## src/rtl/bavg_pkg.sv

```systemverilog
// Shared types, constants and register indexes for the block average downsampler.
package bavg_pkg;

    // Default sizing, handed to the top level parameters
    localparam int DEF_MAX_WIDTH  = 1024;
    localparam int DEF_MAX_FACTOR = 16;

    // Frame height limit and the fixed field widths
    localparam int MAX_HEIGHT = 1024;
    localparam int HGT_W      = 11;
    localparam int PIX_W      = 8;
    localparam int COL_OUT_W  = 10;
    localparam int ROW_OUT_W  = 10;
    localparam int M_FIELD_W  = PIX_W + COL_OUT_W + ROW_OUT_W;
    localparam int M_TDATA_W  = ((M_FIELD_W + 7) / 8) * 8;

    // Configuration port
    localparam int CFG_IDX_W  = 2;
    localparam int CFG_DATA_W = 11;
    localparam int FACTOR_W   = 5;
    localparam int IMG_DIM_W  = 11;

    localparam logic [CFG_IDX_W-1:0] REG_BLOCK_FACTOR = 2'd0;
    localparam logic [CFG_IDX_W-1:0] REG_IMAGE_WIDTH  = 2'd1;
    localparam logic [CFG_IDX_W-1:0] REG_IMAGE_HEIGHT = 2'd2;

    localparam logic [FACTOR_W-1:0]  RST_BLOCK_FACTOR = 5'd2;
    localparam logic [IMG_DIM_W-1:0] RST_IMAGE_WIDTH  = 11'd640;
    localparam logic [IMG_DIM_W-1:0] RST_IMAGE_HEIGHT = 11'd480;

    typedef enum logic [1:0] {
        ST_IDLE,
        ST_ACC,
        ST_DIV
    } state_t;

    // Controller to datapath
    typedef struct packed {
        logic accept;
        logic acc_en;
        logic div_start;
        logic out_load;
    } cmd_t;

    // Datapath to controller
    typedef struct packed {
        logic block_done;
        logic div_done;
        logic out_busy;
    } sts_t;

endpackage

```

## src/rtl/bavg_ctrl.sv

```systemverilog
// Controller state machine: accept, accumulate, divide, hand off to the output register.
module bavg_ctrl (
    input  logic           aclk,
    input  logic           aresetn,
    input  logic           s_tvalid,
    output logic           s_tready,
    input  bavg_pkg::sts_t sts,
    output bavg_pkg::cmd_t cmd
);

    bavg_pkg::state_t state_reg, state_next;

    always_ff @(posedge aclk) begin
        if (!aresetn)
            state_reg <= bavg_pkg::ST_IDLE;
        else
            state_reg <= state_next;
    end

    always_comb begin
        state_next = state_reg;
        unique case (state_reg)
            bavg_pkg::ST_IDLE: begin
                if (s_tvalid)
                    state_next = bavg_pkg::ST_ACC;
            end
            bavg_pkg::ST_ACC: begin
                if (sts.block_done)
                    state_next = bavg_pkg::ST_DIV;
                else
                    state_next = bavg_pkg::ST_IDLE;
            end
            bavg_pkg::ST_DIV: begin
                if (sts.div_done && !sts.out_busy)
                    state_next = bavg_pkg::ST_IDLE;
            end
            default: state_next = bavg_pkg::ST_IDLE;
        endcase
    end

    always_comb begin
        s_tready      = 1'b0;
        cmd.accept    = 1'b0;
        cmd.acc_en    = 1'b0;
        cmd.div_start = 1'b0;
        cmd.out_load  = 1'b0;
        unique case (state_reg)
            bavg_pkg::ST_IDLE: begin
                s_tready   = 1'b1;
                cmd.accept = s_tvalid;
            end
            bavg_pkg::ST_ACC: begin
                cmd.acc_en    = 1'b1;
                cmd.div_start = sts.block_done;
            end
            bavg_pkg::ST_DIV: begin
                cmd.out_load = sts.div_done && !sts.out_busy;
            end
            default: ;
        endcase
    end

endmodule

```

## config.mk

```make
export PLATFORM = sky130hd
export DESIGN_NAME = bavg_ctrl
export DESIGN_NICKNAME = d
export VERILOG_FILES = /design/src/rtl/bavg_pkg.sv /design/src/rtl/bavg_ctrl.sv
export SDC_FILE = /design/constraint.sdc
export NUM_CORES = 1
export LEC_CHECK = 0
export ABC_AREA = 1
export BUFFER_PORTS_ARGS = -buffer_cell sky130_fd_sc_hd__buf_2
export CAP_MARGIN = 20
export CORE_AREA = 4 4 41 43
export DETAILED_ROUTE_END_ITERATION = 8
export DIE_AREA = 0 0 45 47
export PLACE_DENSITY = 0.36
export RECOVER_POWER = 25
export SLEW_MARGIN = 20
export SYNTH_ARGS = -nofsm -noshare
export SYNTH_HDL_FRONTEND = slang
export SYNTH_SLANG_ARGS = --single-unit
```

## constraint.sdc

```tcl
create_clock -name aclk -period 0.9 [get_ports aclk]
set_input_delay 0.09 -clock aclk [delete_from_list [all_inputs] [get_ports aclk]]
set_output_delay 0.09 -clock aclk [all_outputs]
set_load 0.01 [all_outputs]
```

==> flow_summary.json <==
{
  "layout-drive-gt1-share_pct": 82.9,
  "final_antenna_net_count": 0,
  "start_util_pct": 9.62,
  "grt_max_degree": 5,
  "hpwl_um": 273,
  "final_nets": 43,
  "cts_sinks": 2,
  "clkTransAtPathRegs_ns": 0.03,
  "min_to": "state_reg[1]",
  "p_leak_nw": 0.147,
  "maxCapViolCount": 0,
  "yosys-top-cells-area": "dfxtp_1 (32%), inv_1 (18%), nand2_1 (9.0%), nand3_2 (8.0%), nor3_2 (8.0%)",
  "min_period_ns": 0.971,
  "place.gp.congestion": 0.532,
  "fp.dieW_um": 45,
  "finalClockSkew_ns": 0.00233,
  "io_buffers": 10,
  "top_layer_used": "met3",
  "synthesis.instances": 19,
  "rrSetupSlack_ns": -0.03,
  "yosysUniqueCellTypes": 10,
  "rsz0062_at_grt": "yes",
  "period_share_pct": 108,
  "syn2layout_area_growth_pct": 118,
  "worst_r2r_endpoint": "state_reg[1]",
  "seq_area_um2": 45.0,
  "totalWireLength_um": 364,
  "synth_enable_flop_cells": 0,
  "grt_overflow_total": 0,
  "clock_path_buffers": 2,
  "cts_made_buffers": 3,
  "vias": 158,
  "final_cells": 50,
  "synthFlopType": "dfxtp_1",
  "clock_latency_ns": 0.22,
  "rows": 13,
  "min_path_cells": 3,
  "worst_ep_required_time_ns": 0.81,
  "synth-async-reset-ratio_pct": 0,
  "syn_area_per_cell_um2": 6.59,
  "cts_hold_buf": 0,
  "hp-class": "in2reg",
  "wl_met1_um": 148,
  "peakVddDrop_v": 0.000488,
  "wl_per_cell_um": 7.28,
  "synth_top_cell_by_area": "dfxtp_1",
  "diodes": 0,
  "grt_pass1_vias": 166,
  "min_from": "aresetn",
  "yosysWarnings": 0,
  "ys_ff_latch": 2,
  "synth_fp_nets": 25,
  "ys_seq_area_share_pct": 32.0,
  "violations": "setup timing",
  "cts_max_level": 1,
  "fp.coreArea_um2": 1300,
  "timing.hold.ws_ns": 0.121,
  "met2RoutedLength_um": 181,
  "fillCellCount": 163,
  "grt_pass1_wl_um": 627,
  "cp_max_fo": 4,
  "pre_cts_ws_ns": 0.0564,
  "cts-root-buf": "clkbuf_4",
  "synth.most_common_cell": "inv_1",
  "largest_reg_flops": 2,
  "rr_startpoint": "state_reg[1]",
  "status": "complete, but fails checks",
  "dp_cells": 44,
  "wl_met3_um": 34,
  "synth_commonest_cells": "inv_1 (6), nand2_1 (3), dfxtp_1 (2), nor2_1 (2)",
  "die_h_um": 47,
  "cts_tree": "yes",
  "synth_top_area_share_pct": 32.0,
  "drc_errors": 0,
  "first_iter_violations": 2,
  "grt_use_total_pct": 4.90,
  "reg2reg_depth": 6,
  "arrival_ns": 0.88,
  "tightest_slew_ns": 0.113,
  "p_total_uw": 383,
  "ios": 11,
  "final.setup.worst_slack_ns": -0.0715,
  "dieArea_um2": 2120,
  "power_density_nw_per_um2": 1400,
  "critPathCaptureType": "primary output",
  "crit_path_start_kind": "flop",
  "synthesis.area_um2": 125,
  "detail_route.vias_per_cell": 3.16,
  "setup_viol": 6,
  "antenna_found_initial": 0,
  "final_max_slew_viol_count": 0,
  "multi_input_area_um2": 76.3,
  "hold_viol": 0,
  "slew_headroom_pct": 92.4,
  "first_pass_iters": 2,
  "path_class": "reg2out",
  "fmax_mhz": 1030
}
==> through the flow <==
step / TNS (ns) / area [um^2] / utilization [%]
4_1_cts: -0.381 / 254 / 19.5
3_3_place_gp: 0 / 194 / 14.9
2_1_floorplan: 0 / 125 / -
3_5_place_dp: 0 / 194 / 14.9
6_report: -0.289 / 273 / 21.0
5_1_grt: -0.663 / 273 / 21.0
==> critical path, stage by stage, from the launching register on <==
cell and delay [ns]:
dfxtp_4 0.35, nor3_2 0.16, buf_2 0.15
==> worst max-delay path by stage <==
stage | startpoint | end | slack (ns) | depth (start not counted)
floorplan | state_reg[1] | cmd[0] | 0.14 | 2
global placement | state_reg[0] | cmd[3] | 0.05 | 4
detailed placement | state_reg[0] | cmd[3] | 0.06 | 4
CTS | state_reg[0] | cmd[3] | -0.09 | 4
global route | state_reg[0] | cmd[0] | -0.14 | 2
finish | state_reg[0] | cmd[0] | -0.07 | 2
==> power breakdown <==
part	total (mW)	switching, mW	internal, mW	leakage (nW)
Combinational	0.0840	0.0403	0.0437	0.116
Clock	0.198	0.0509	0.147	0.0138
Sequential	0.101	0.00747	0.0937	0.0175
Total	0.383	0.0987	0.285	0.147
==> timing repair <==
action / 4_1_cts / 5_1_grt
setup endpoints to repair: 5 / 5
buffers inserted: 2 / 1
pin swaps: 2 / 1
resized for setup: 9 / 4
==> cells in the final DEF, fill, tap and decap left out, drive strengths merged <==
cell type,count
a21oi,1
buf,13
clkbuf,3
dfxtp,2
inv,7
nand2,3
nand3,1
nor2,3
nor3,2
==> logic make-up (layout without fill, tap and decap cells) <==
logic type,count (synthesis),count (layout),synth area share [%]
AO/OA/AOI/OAI,1,1,7.00
AND/OR/NAND/NOR,9,9,40.0
buffers and inverters,7,23,21.0
flip-flops,2,2,32.0
==> final cells by class <==
type                    count  area share, %
repair buffers             13           28.9
multi-input cells          10           28.0
flip-flops and latches      2           16.5
inverters                   7           11.5
clock buffers               3           8.26
well taps                  15           6.88
==> layer usage <==
| layer | GRT usage (%) | vias up |
|---|---|---|
| met5 | 0 | - |
| met4 | 8.77 | 0 |
| met3 | 2.30 | 0 |
| met2 | 5.65 | 6 |
| met1 | 4.77 | 64 |
| li1 | - | 88 |
Note: power is estimated with default switching activity, not from simulation.
